### config.mk
export PLATFORM = sky130hd
export DESIGN_NAME = sbl_ram
export DESIGN_NICKNAME = d
export VERILOG_FILES = /design/src/rtl/core/sbl_ram.sv
export SDC_FILE = /design/constraint.sdc
export NUM_CORES = 1
export LEC_CHECK = 0
export ABC_AREA = 1
export BUFFER_PORTS_ARGS = -buffer_cell sky130_fd_sc_hd__buf_2
export CAP_MARGIN = 25
export CORE_ASPECT_RATIO = 0.75
export CORE_MARGIN = 4
export CORE_UTILIZATION = 40
export CTS_BUF_LIST = sky130_fd_sc_hd__clkbuf_4
export CTS_CLUSTER_DIAMETER = 40
export DETAILED_ROUTE_END_ITERATION = 10
export GPL_TIMING_DRIVEN = 0
export HOLD_SLACK_MARGIN = 0.1
export MAX_ROUTING_LAYER = met4
export SYNTH_ARGS = -nofsm -noshare
export SYNTH_HDL_FRONTEND = slang
export SYNTH_SLANG_ARGS = --single-unit
### constraint.sdc
create_clock -name clk -period 2.3 [get_ports clk]
set_input_delay 0.115 -clock clk [delete_from_list [all_inputs] [get_ports clk]]
set_output_delay 0.115 -clock clk [all_outputs]
set_load 0.03 [all_outputs]
### src/rtl/core/sbl_ram.sv
// generic single write port ram with registered read
`default_nettype none
module sbl_ram #(
  parameter int WIDTH = 8,
  parameter int DEPTH = 16,
  parameter int AW    = $clog2(DEPTH)
) (
  input  wire logic             clk,
  input  wire logic             we,
  input  wire logic [AW-1:0]    wr_addr,
  input  wire logic [WIDTH-1:0] wr_data,
  input  wire logic [AW-1:0]    rd_addr,
  output logic      [WIDTH-1:0] rd_data
);

  logic [WIDTH-1:0] mem [DEPTH];

  // write port
  always_ff @(posedge clk) begin
    if (we) begin
      mem[wr_addr] <= wr_data;
    end
  end

  // registered read port
  always_ff @(posedge clk) begin
    rd_data <= mem[rd_addr];
  end

endmodule
`default_nettype wire

## Word-level counts from Yosys, hierarchy flattened

Memories as Yosys holds them, arrays and structs flattened. A register that Yosys moved wholly into a read port is not among the register bits.
Cells that the tools add are included.

| word-level totals | value |
|---|---|
| memories | 1 |
| bits in registers | 0 |
| bits in writable memories | 128 |
| output and inout port bits | 8 |
| word-level logic and storage cells | 3 |

Memories:

| memory | words | bits a word | rd ports | clocked after Yosys merged registers in | wr ports | RTL line | source |
|---|---|---|---|---|---|---|---|
| mem | 16 | 8 | 1 | 1 | 1 | 16 | `logic [WIDTH-1:0] mem [DEPTH];` |

| operators by class | value |
|---|---|
| multiplexer cells | 2 |

Operators by type and width:

| operator | number |
|---|---|
| 1-bit two-way mux | 2 |

## Longest topological paths before layout

| logic depth | value |
|---|---|
| word-level depth | 2 |
| depth in mapped cells | 8 |
| mapped depth without buffers | 7 |

## Worst setup path before layout

Ideal clock, no wire load.

| path | value |
|---|---|
| kind | input to register |
| start point | input wr_addr[2] |
| end point | memory mem[10][0] (enable) |
| library setup time | 370 ps |
| path buffers | 0 |
| required time | 1930 ps |
| slack | 1234 ps |
| arrival time | 696 ps |
| stages | 2 |
| path through | nand3b_1 > nor2_1 |

RTL lines:

| what | RTL line | source |
|---|---|---|
| start: declaration | 10 | `input wire logic [AW-1:0] wr_addr,` |
| end: declaration | 16 |  |

No word-level cell before the write port.

==> flow_summary.json <==
{
  "outcome": "complete, no violations",
  "cts_setup_buffers": 0,
  "grt_pass1_vias": 3668,
  "drt_iter0_drc": 370,
  "hpwlAfterDp_um": 9697,
  "cts_buffer_depth": 2,
  "ant_nets": 0,
  "final_cells": 812,
  "die-area_um2": 16420,
  "coreArea_um2": 13930,
  "grt_max_degree": 17,
  "ctsResizeCount": 0,
  "drt_first_pass_iters": 5,
  "port_buffers": 22,
  "die_width_um": 146.6,
  "crit_buf_inv": 6,
  "slew_headroom_pct": 34.22,
  "period_share_pct": 89.97,
  "fin_util_pct": 46.50,
  "num_antenna_cells": 0,
  "synth_cells": 551,
  "min_from": "rd_addr[0]",
  "rows": 37,
  "ios": 26,
  "seq_area_um2": 4004,
  "fin_nets": 623,
  "fmax_mhz": 483.3,
  "leakagePower_nw": 2.794,
  "critPathTopFamily": "buffers and inverters",
  "max-vdd-ir-drop_v": 0.0003482,
  "layout-drive-gt1-share_pct": 12.16,
  "fillers": 1321,
  "finalHoldViolations": 0,
  "route.detailed.wl_per_inst_um": 17.68,
  "tightest_slew_ps": 983.1,
  "numCtsBuffers": 17,
  "die_h_um": 112.0,
  "grt_pass1_wl_um": 21770,
  "cts.sinks": 136,
  "synth_cell_types": 12,
  "setup_viol": 0,
  "power_mw": 4.549,
  "grt_use_total_pct": 18.70,
  "cts-root-buf": "clkbuf_4",
  "drv_slew": 0,
  "avgSynthCellArea_um2": 10.47,
  "fin_worst_skew_ps": 15.25,
  "grt_overflow": 0,
  "cp-startpoint": "rd_addr[1]",
  "vias": 3942,
  "yosys_warnings": 0,
  "antenna_found_initial": 0,
  "multi_input_area_um2": 1214,
  "yosysSeqAreaShare_pct": 69.43,
  "mappedNetlistNets": 569,
  "whs_ps": 202.3,
  "path_class": "in2reg",
  "end_kind": "register",
  "start_util_pct": 41.38,
  "worstHoldPathType": "in2reg",
  "setup.worst_path.start_class": "input pin",
  "synth_seq_cells": 136,
  "path_cells": "dlygate4sd3_1 > buf_2 > inv_2 > buf_4 > nand3_1 > nand3_1 > dlygate4sd3_1 > nand3_1 > nand2_1 > dlygate4sd3_1",
  "crit_slowest_cell": "dlygate4sd3_1",
  "htree_levels": 4,
  "p_per_area_nw_per_um2": 702.0,
  "syn-cell-area_um2": 5767,
  "slowest_delay_ps": 570,
  "arrival_ps": 2490,
  "area_growth_pct": 12.37,
  "viasPerCell": 4.855,
  "cp_max_fo": 10,
  "clk_latency_ps": 530,
  "drc": 0,
  "min_period_ps": 2069,
  "routed_wl_um": 14350,
  "required_ps": 2720,
  "cts.clk_slew.worst_paths_ps": 110,
  "maxCapViolCount": 0,
  "gp_congestion": 0.9010,
  "r2r_start": "mem[6][1]$_DFFE_PP_",
  "place_inst": 768,
  "tns_ps": 0,
  "cts_tree": "built",
  "rsz0062_at_grt": "no"
}
-- metal layers --
| metal | part of all wire [%] | global-route usage [%] | vias up |
|---|---|---|---|
| met5 | 0 | - | - |
| met4 | 1.5 | 4.135 | 0 |
| met3 | 8.4 | 5.492 | 16 |
| met2 | 42 | 25.62 | 148 |
| met1 | 48 | 27.49 | 1900 |
| li1 | - | - | 1878 |
-- synthesized netlist by cell type (all sizes together) --
cell type    n  area share (%)
edfxtp     128              67
nor2        17             1.1
nand3b       2            0.26
inv        102             6.6
dfxtp        8             2.8
nand2      173              11
nand3       97             8.4
buf         24             2.9
-- tightest hold or removal path: stages --
cell	delay, ps
buf_2	120
inv_2	100
nand2_1	70
nand2_1	50
nand2_1	50
nand3_1	60
nand3_1	60
nand2_1	60
-- layout by cell type (no fill, tap or decap) --
| master | synthesis | layout |
|---|---|---|
| dlygate4sd3_1 | 0 | 13 |
| clkinv_1 | 0 | 3 |
| nor2_1 | 17 | 17 |
| inv_2 | 2 | 2 |
| buf_1 | 1 | 1 |
| nand2_1 | 173 | 173 |
| inv_1 | 100 | 100 |
| clkinv_2 | 0 | 6 |
| bufinv_16 | 0 | 1 |
| buf_2 | 13 | 35 |
| nand3b_1 | 2 | 2 |
| buf_6 | 6 | 6 |
| edfxtp_1 | 128 | 128 |
| clkbuf_4 | 0 | 19 |
| nand3_1 | 97 | 97 |
| buf_4 | 4 | 4 |
| clkinvlp_4 | 0 | 2 |
| dfxtp_1 | 8 | 8 |
-- worst paths after layout --
check / endpoint / slack (ps) / depth (start not counted)
max reg2reg: rd_data[1]$_DFF_P_ / 260 / 8
max: rd_data[1]$_DFF_P_ / 230 / 10
min reg2reg: rd_data[2]$_DFF_P_ / 690 / 6
min: rd_data[2]$_DFF_P_ / 200 / 8
-- power breakdown --
part           switching, mW  internal [mW]
combinational          0.293          0.123
sequential            0.0127           2.77
clock                  0.824          0.531
-- flip-flops by register name, summed over array words and instances (netlist names) --
| register | count |
|---|---|
| mem | 128 |
| rd_data | 8 |
-- metrics by stage --
step | cell area, µm² | setup slack [ps]
global route | 6480 | 177.1
finish | 6480 | 230.8
CTS | 6480 | 292.4
floorplan | 5767 | 1234
detailed placement | 6121 | 675.2
global placement | 6121 | 722.0
-- layout make-up --
class / count / share of cell area (%)
flip-flops and latches: 136 / 61.79
multi-input cells: 289 / 18.73
inverters: 102 / 5.908
well taps: 195 / 3.765
repair buffers: 35 / 3.707
plain buffers: 24 / 2.568
clock buffers: 19 / 2.201
clock inverters: 12 / 1.332
-- timing repair --
| action | in CTS | in global routing |
|---|---|---|
| endpoints found under the hold margin | 136 | 0 |
| hold buffers | 13 | 0 |
| setup endpoints to repair | 0 | 0 |
-- cells by family (layout without fill, tap and decap cells) --
logic type,count (synthesis),in the layout,share of synthesized area (%)
DFF,136,136,69.43
buffers and inverters,126,192,9.525
and+or+nand+nor,289,289,21.05
No activity file was read; power rests on OpenSTA's default activity.
