[src/rtl/core/sbl_pkg.sv]
// shared types and constants for the segment line of sight block
`default_nettype none
package sbl_pkg;

  localparam int MAX_WALLS  = 64;
  localparam int WALL_AW    = 6;
  localparam int COORD_BITS = 32;
  localparam int DIFF_BITS  = COORD_BITS + 1;
  localparam int FRAC_BITS  = 16;
  localparam int DVD_BITS   = DIFF_BITS + FRAC_BITS;
  localparam int T_BITS     = 64;
  localparam int CNT_BITS   = 7;
  localparam int LIM_BITS   = 17;
  localparam int WALL_BITS  = 6 * COORD_BITS;
  localparam int STEP_BITS  = 6;

  localparam logic signed [T_BITS-1:0] T_POS_INF = {1'b0, {(T_BITS-1){1'b1}}};
  localparam logic signed [T_BITS-1:0] T_NEG_INF = -T_POS_INF;

  // configuration register indexes
  localparam logic [1:0] CFG_WALL_COUNT = 2'd0;
  localparam logic [1:0] CFG_NEAR_LIMIT = 2'd1;
  localparam logic [1:0] CFG_FAR_LIMIT  = 2'd2;

  // item kinds
  localparam logic KIND_LOAD  = 1'b0;
  localparam logic KIND_QUERY = 1'b1;

  typedef enum logic [2:0] {
    ST_IDLE,
    ST_READ,
    ST_AXIS,
    ST_DLO,
    ST_DHI,
    ST_COMB,
    ST_FIN,
    ST_DONE
  } sbl_state_t;

endpackage
`default_nettype wire

[src/rtl/core/sbl_div.sv]
// shared restoring divider, one quotient bit per cycle, forms (num << 16) / den
`default_nettype none
module sbl_div (
  input  wire logic                         clk,
  input  wire logic                         rst,
  input  wire logic                         start,
  input  wire logic [sbl_pkg::DIFF_BITS-1:0] num,
  input  wire logic [sbl_pkg::DIFF_BITS-1:0] den,
  input  wire logic                         neg,
  output logic                              done,
  output logic signed [sbl_pkg::T_BITS-1:0] quot
);
  import sbl_pkg::*;

  logic                  busy;
  logic [STEP_BITS-1:0]  cnt;
  logic [DIFF_BITS-1:0]  rem;
  logic [DVD_BITS-1:0]   dvd;
  logic                  neg_q;
  logic [DIFF_BITS:0]    shifted;
  logic                  take;
  logic [DIFF_BITS:0]    diff;
  logic [T_BITS-1:0]     mag;

  // one restoring step
  always_comb begin
    shifted = {rem, dvd[DVD_BITS-1]};
    diff    = shifted - {1'b0, den};
    take    = (shifted >= {1'b0, den});
  end

  // control
  always_ff @(posedge clk) begin
    if (rst) begin
      busy <= 1'b0;
      done <= 1'b0;
      cnt  <= '0;
    end else begin
      done <= 1'b0;
      if (start) begin
        busy <= 1'b1;
        cnt  <= '0;
      end else if (busy) begin
        cnt <= cnt + 1'b1;
        if (cnt == STEP_BITS'(DVD_BITS - 1)) begin
          busy <= 1'b0;
          done <= 1'b1;
        end
      end
    end
  end

  // datapath
  always_ff @(posedge clk) begin
    if (start) begin
      rem   <= '0;
      dvd   <= {num, {FRAC_BITS{1'b0}}};
      neg_q <= neg;
    end else if (busy) begin
      rem <= take ? diff[DIFF_BITS-1:0] : shifted[DIFF_BITS-1:0];
      dvd <= {dvd[DVD_BITS-2:0], take};
    end
  end

  // signed result
  always_comb begin
    mag  = T_BITS'(dvd);
    quot = neg_q ? -$signed(mag) : $signed(mag);
  end

endmodule
`default_nettype wire

[config.mk]
export PLATFORM = sky130hd
export DESIGN_NAME = sbl_div
export DESIGN_NICKNAME = d
export VERILOG_FILES = /design/src/rtl/core/sbl_pkg.sv /design/src/rtl/core/sbl_div.sv
export SDC_FILE = /design/constraint.sdc
export NUM_CORES = 1
export LEC_CHECK = 0
export BUFFER_PORTS_ARGS = -buffer_cell sky130_fd_sc_hd__buf_2
export CAP_MARGIN = 20
export CORE_ASPECT_RATIO = 1.75
export CORE_MARGIN = 3
export CORE_UTILIZATION = 50
export DETAILED_ROUTE_END_ITERATION = 10
export PLACE_DENSITY_LB_ADDON = 0.15
export SKIP_LAST_GASP = 1
export SYNTH_ARGS = -nofsm -noshare
export SYNTH_HDL_FRONTEND = slang
export SYNTH_SLANG_ARGS = --single-unit
[constraint.sdc]
create_clock -name clk -period 5.3 [get_ports clk]
set_clock_uncertainty 0.15 [all_clocks]
set_input_delay 0.795 -clock clk [delete_from_list [all_inputs] [get_ports clk]]
set_output_delay 0.795 -clock clk [all_outputs]
set_load 0.01 [all_outputs]
==> After elaboration in Yosys (flattened, before gate mapping) <==
Index checks and enable logic that the tools add are counted.
{ "totals": {"word_cells": 24, "out_inout_bits": 65, "register_bits": 91} }
{ "classes": {"bitwise_logic": 1, "reduce_logical": 3, "magnitude_cmp": 1, "muxes": 8, "addsub": 3, "n_eq_ne": 1} }
{ "ops": {"columns": ["cell", "count"], "rows": [
  ["49-bit two-way mux", 2],
  ["64-bit two-way mux", 1],
  ["49-bit negator with 64-bit output", 1],
  ["34-bit by 33-bit >= comparator with 1-bit output", 1],
  ["33-bit two-way mux", 1],
  ["33-bit subtractor", 1],
  ["6-bit by 1-bit adder with 6-bit output (second input constant)", 1],
  ["6-bit == test (second input constant)", 1],
  ["1-bit two-way mux", 4],
  ["3-bit OR reduction", 1],
  ["2-bit nonzero test", 1],
  ["2-bit OR reduction", 1],
  ["1-bit NOT", 1]
]} }

==> Depth between registers and ports, before layout <==
{ "depth": {"ltp_word": 4, "ltp_mapped": 15, "mapped_depth_nobuf": 12} }

==> Worst setup path before layout <==
OpenSTA, ideal clock, no wires.
{ "synth_path": {"kind": "flip-flop to output port", "from": "register dvd[0]", "to": "output port quot[46] (netlist name)", "path_stages_with_launch": 14, "setup_slack_ns": 0.744, "t_arrival_ns": 3.611, "path_buffers": 3, "cell_sequence": "dfxtp_1 -> inv_1 -> ha_1 -> or3b_4 -> or4_4 -> or4_4 -> buf_6 -> or3_4 -> or3_1 -> buf_2 -> or3_4 -> buf_6 -> o21ai_2 -> xnor2_1"} }
{ "synth_between": {"elab_chain_cells": 2} }
{ "synth_rtl": {"columns": ["item", "line", "rtl"], "rows": [
  ["from (decl)", "sbl_div.sv:18", "logic [DVD_BITS-1:0] dvd;"],
  ["from (signal assigned)", "sbl_div.sv:57", "dvd <= {num, {FRAC_BITS{1'b0}}};"],
  ["from (signal assigned)", "sbl_div.sv:61", "dvd <= {dvd[DVD_BITS-2:0], take};"],
  ["49-bit negator with 64-bit output", "sbl_div.sv:68", "quot = neg_q ? -$signed(mag) : $signed(mag);"],
  ["64-bit two-way mux", "sbl_div.sv:68", null],
  ["to (decl)", "sbl_div.sv:11", "output logic signed [sbl_pkg::T_BITS-1:0] quot"]
]} }
No other way between the ends.

==> Worst setup path after layout <==
{ "layout_path": {"from": "register dvd[1]", "to": "output port quot[42] (netlist name)"} }
Same word-level chain as after synthesis.

==> results.py <==
metrics = {
    "synth": {
        "synth_ff_type": "dfxtp_1",
        "yosys.area.top_type": "dfxtp_1",
        "synth-seq-cells": 91,
        "netlist_top_cells_area": "dfxtp_1 17%, edfxtp_1 15%, xnor2_1 8.1%, ha_1 6.6%, nand2_1 4.7%",
        "avgSynthCellArea_um2": 8.43,
        "yosysWarnings": 0,
        "netlist.area_leader.share_pct": 16.7,
        "syn_nets": 916,
        "synth_cell_type_count": 68,
        "seq_area_frac_synth_pct": 31.7,
        "syn_area_um2": 6820,
        "ys_async_sr_fraction_pct": 0,
        "synthCells": 809,
        "synth-edff-count": 34,
    },
    "sta": {
        "hold_viol_final": 0,
        "period_share_pct": 96.7,
        "tightest_slew_ps": 993,
        "slew_viol_final": 0,
        "rsz0062_at_grt": "false",
        "setup_tns_ps": 0,
        "min_period_ps": 5130,
        "max_slew_margin_pct": 33.7,
        "max_freq_ghz": 0.195,
        "finalSetupViolations": 0,
    },
    "die": {
        "io_pins": 135,
        "die_w_um": 94.3,
        "fp.dieH_um": 160,
        "start_util_pct": 51.9,
        "fp-row-count": 55,
        "dieArea_um2": 15100,
        "coreArea_um2": 13100,
    },
    "pwr": {
        "seqPwrFrac_pct": 41.8,
        "p_leak_nw": 3.34,
        "max-vdd-ir-drop_uv": 147,
        "power_density_nw_per_um2": 249,
        "internal_power_mw": 1.36,
        "comb_power_share_pct": 25.3,
        "swShare_pct": 30.7,
        "switchingPower_uw": 602,
        "power_frac_clock_pct": 32.9,
    },
    "place": {
        "gp_congestion": 0.938,
        "hpwl_um": 13700,
        "io_buffer_count": 134,
        "post_dp_cell_area_um2": 7550,
    },
    "layout": {
        "areaGrowthSynthToFinish_pct": 15.6,
        "drive_gt1_share_pct": 20.0,
        "n_fill_cell": 1199,
        "nNetsFinal": 1017,
        "multi_input_area_um2": 4260,
        "stdcell_area_um2": 7880,
        "diodes": 0,
        "seqCellArea_um2": 2160,
    },
    "hold_path": {
        "min_delay_path_depth": 2,
        "hold_path_class": "reg -> reg",
        "hold_start": "rem[29]$_SDFFE_PP0P_",
        "worstHoldEndpoint": "rem[29]$_SDFFE_PP0P_",
    },
    "clock_tree": {
        "ctsRootBufferMaster": "clkbuf_16",
        "clockBufferDepth": 2,
        "htreeDepth": 3,
        "clock_latency_ps": 340,
        "clkSinkCount": 91,
        "cts_tree": "yes",
        "clk_pin_slew_ps": 60,
        "cts_made_buffers": 9,
    },
    "detailed_routing": {
        "drtIter0Drc": 239,
        "drc": 0,
        "wl_um": 18100,
        "num_vias": 6466,
        "vias_per_cell": 5.95,
        "firstDrtPassIters": 5,
        "wl_per_cell_um": 16.7,
        "ant_nets": 0,
    },
    "critical_path": {
        "start_kind": "flip-flop",
        "cpMaxStageDelayCell": "or4_4",
        "path_class": "reg -> out",
        "critPathArrivalTime_ps": 4180,
        "cp_slowest_stage_delay_ps": 550,
        "critPathMaxFanout": 12,
        "reg2reg_depth": 13,
        "path_delay_family": "simple AND/OR/NAND/NOR gates",
        "crit_chain": "inv_1, ha_1, or3b_4, or4_4, or4_4, or3_4, or3_1, or3_4, o31ai_2, xnor2_1, buf_2",
        "worst_setup_path_end_kind": "output pin",
        "reg2reg_to": "rem[0]$_SDFFE_PP0P_",
        "r2r_slack_ps": 740,
        "reg2reg_from": "dvd[48]$_DFFE_PP_",
        "crit_buf_inv": 2,
        "crit_required_ps": 4360,
    },
    "grt": {
        "grt_pass1_vias": 6350,
        "track_usage_pct": 23.8,
        "grt-ovfl-total": 0,
        "antenna_found_initial": 0,
        "grt_first_pass_wirelength_um": 29400,
        "grt_max_degree": 80,
    },
    "outcome": {
        "status": "complete, no violations",
    },
    "flow_run": {
        "cap_violations": 0,
    },
}
## state kept, by name (all words and copies together) (netlist names)
signal  cells
cnt         6
neg_q       1
rem        33
done        1
busy        1
dvd        49
## how the worst max path moves through the flow
stage                                    start        to  slack, ps  depth (start not counted)
after floorplan            dvd[0]$_SDFFE_PP0P_  quot[46]        740                         13
after global placement     dvd[0]$_SDFFE_PP0P_  quot[44]        580                         11
after detailed placement  dvd[13]$_SDFFE_PP0P_  quot[43]        510                          9
after CTS                 dvd[13]$_SDFFE_PP0P_  quot[43]        100                          9
after global routing       dvd[1]$_SDFFE_PP0P_  quot[42]         20                         11
final                      dvd[1]$_SDFFE_PP0P_  quot[42]        170                         11
## cells in the final DEF, fill, tap and decap left out, drive strengths merged, types with 7 or more instances in the layout
master / instances
or4: 13
o31a: 15
o41ai: 9
xor2: 14
o31ai: 16
nand3: 7
a311oi: 22
nor2: 72
nand4: 11
nand2: 85
mux2i: 20
nor3: 9
a21oi: 38
dfxtp: 57
xnor2: 63
a21o: 14
clkbuf: 9
edfxtp: 34
o21ai: 46
a211oi: 9
or3: 10
ha: 36
inv: 51
buf: 144
a22o: 31
and2: 9
## layer usage
metal | up-vias | track usage [%] | share of wire (%)
met5 | - | 0 | 0
met4 | 0 | 10.3 | 3.3
met3 | 40 | 3.14 | 5.1
met2 | 191 | 45.0 | 54
met1 | 3062 | 25.6 | 38
li1 | 3173 | - | -
## per-stage QoR
step | hold WS, ps | power (mW) | setup WS, ps | std cells | utilization, %
5_1_grt | 347 | 2.06 | 22.0 | 1086 | 60.0
6_report | 335 | 1.96 | 173 | 1086 | 60.0
3_3_place_gp | 323 | 1.32 | 583 | 1069 | 57.4
4_1_cts | 337 | 1.97 | 104 | 1085 | 59.7
3_5_place_dp | 328 | 1.32 | 507 | 1069 | 57.4
2_1_floorplan | 301 | 1.17 | 744 | 809 | -
## cell type report
type / count / share of cell area (%)
clock buffers: 9 / 2.86
clock inverters: 7 / 0.952
inverters: 49 / 2.33
multi-input cells: 615 / 54.0
flip-flops and latches: 91 / 27.4
well taps: 171 / 2.71
repair buffers: 144 / 9.71
## Yosys cell counts, types with 7 or more instances
master and number:
nor2_1 72, o21ai_0 44, dfxtp_1 57, a211oi_1 9
xnor2_1 63, o31ai_1 14, a311oi_1 22, nand2_1 85
xor2_1 14, edfxtp_1 34, or3_1 8, ha_1 36
o41ai_1 9, inv_1 49, nand3_1 7, clkbuf_1 42
o31a_1 15, or4_1 11, nand4_1 11, mux2i_1 20
and2_1 9, a22o_1 31, nor3_1 9, a21oi_1 38
a21o_1 14
## cell families (layout without fill, tap and decap cells)
kind of cell             count (synthesis)  in the layout  share of synthesized area, %
AO/OA/AOI/OAI                          242            242                          25.8
AND/OR/NAND/NOR                        238            238                          16.5
buffers and inverters                  103            209                          6.00
flip-flops                              91             91                          31.7
XOR/XNOR                                77             77                          9.89
adder cells (fa/ha/maj)                 37             37                          6.90
multiplexers                            21             21                          3.10
## worst register-to-register path: stages (launching register included)
cell and delay (ps):
edfxtp_1 600, inv_1 230, ha_1 190, inv_1 60, fa_1 410, a21o_1 240, a221oi_1 440, a211o_1 250
a2111oi_0 110, buf_4 160, nor3_1 350, or2_2 650, mux2_2 410, a211oi_1 230
## power by group through the flow
stage,clock network (mW),registers (mW),logic [mW]
after floorplan,0,0.816,0.352
after global placement,0,0.833,0.482
after detailed placement,0,0.835,0.489
after CTS,0.661,0.820,0.493
after global routing,0.690,0.825,0.548
final,0.644,0.819,0.496
## timing repair
action	in CTS	in global routing
hold endpoints to repair	0	0
gates resized for setup	0	2
setup endpoints to repair	0	2
buffers inserted	0	0
hold buffers	0	0
Note: power is estimated with default switching activity, not from simulation.
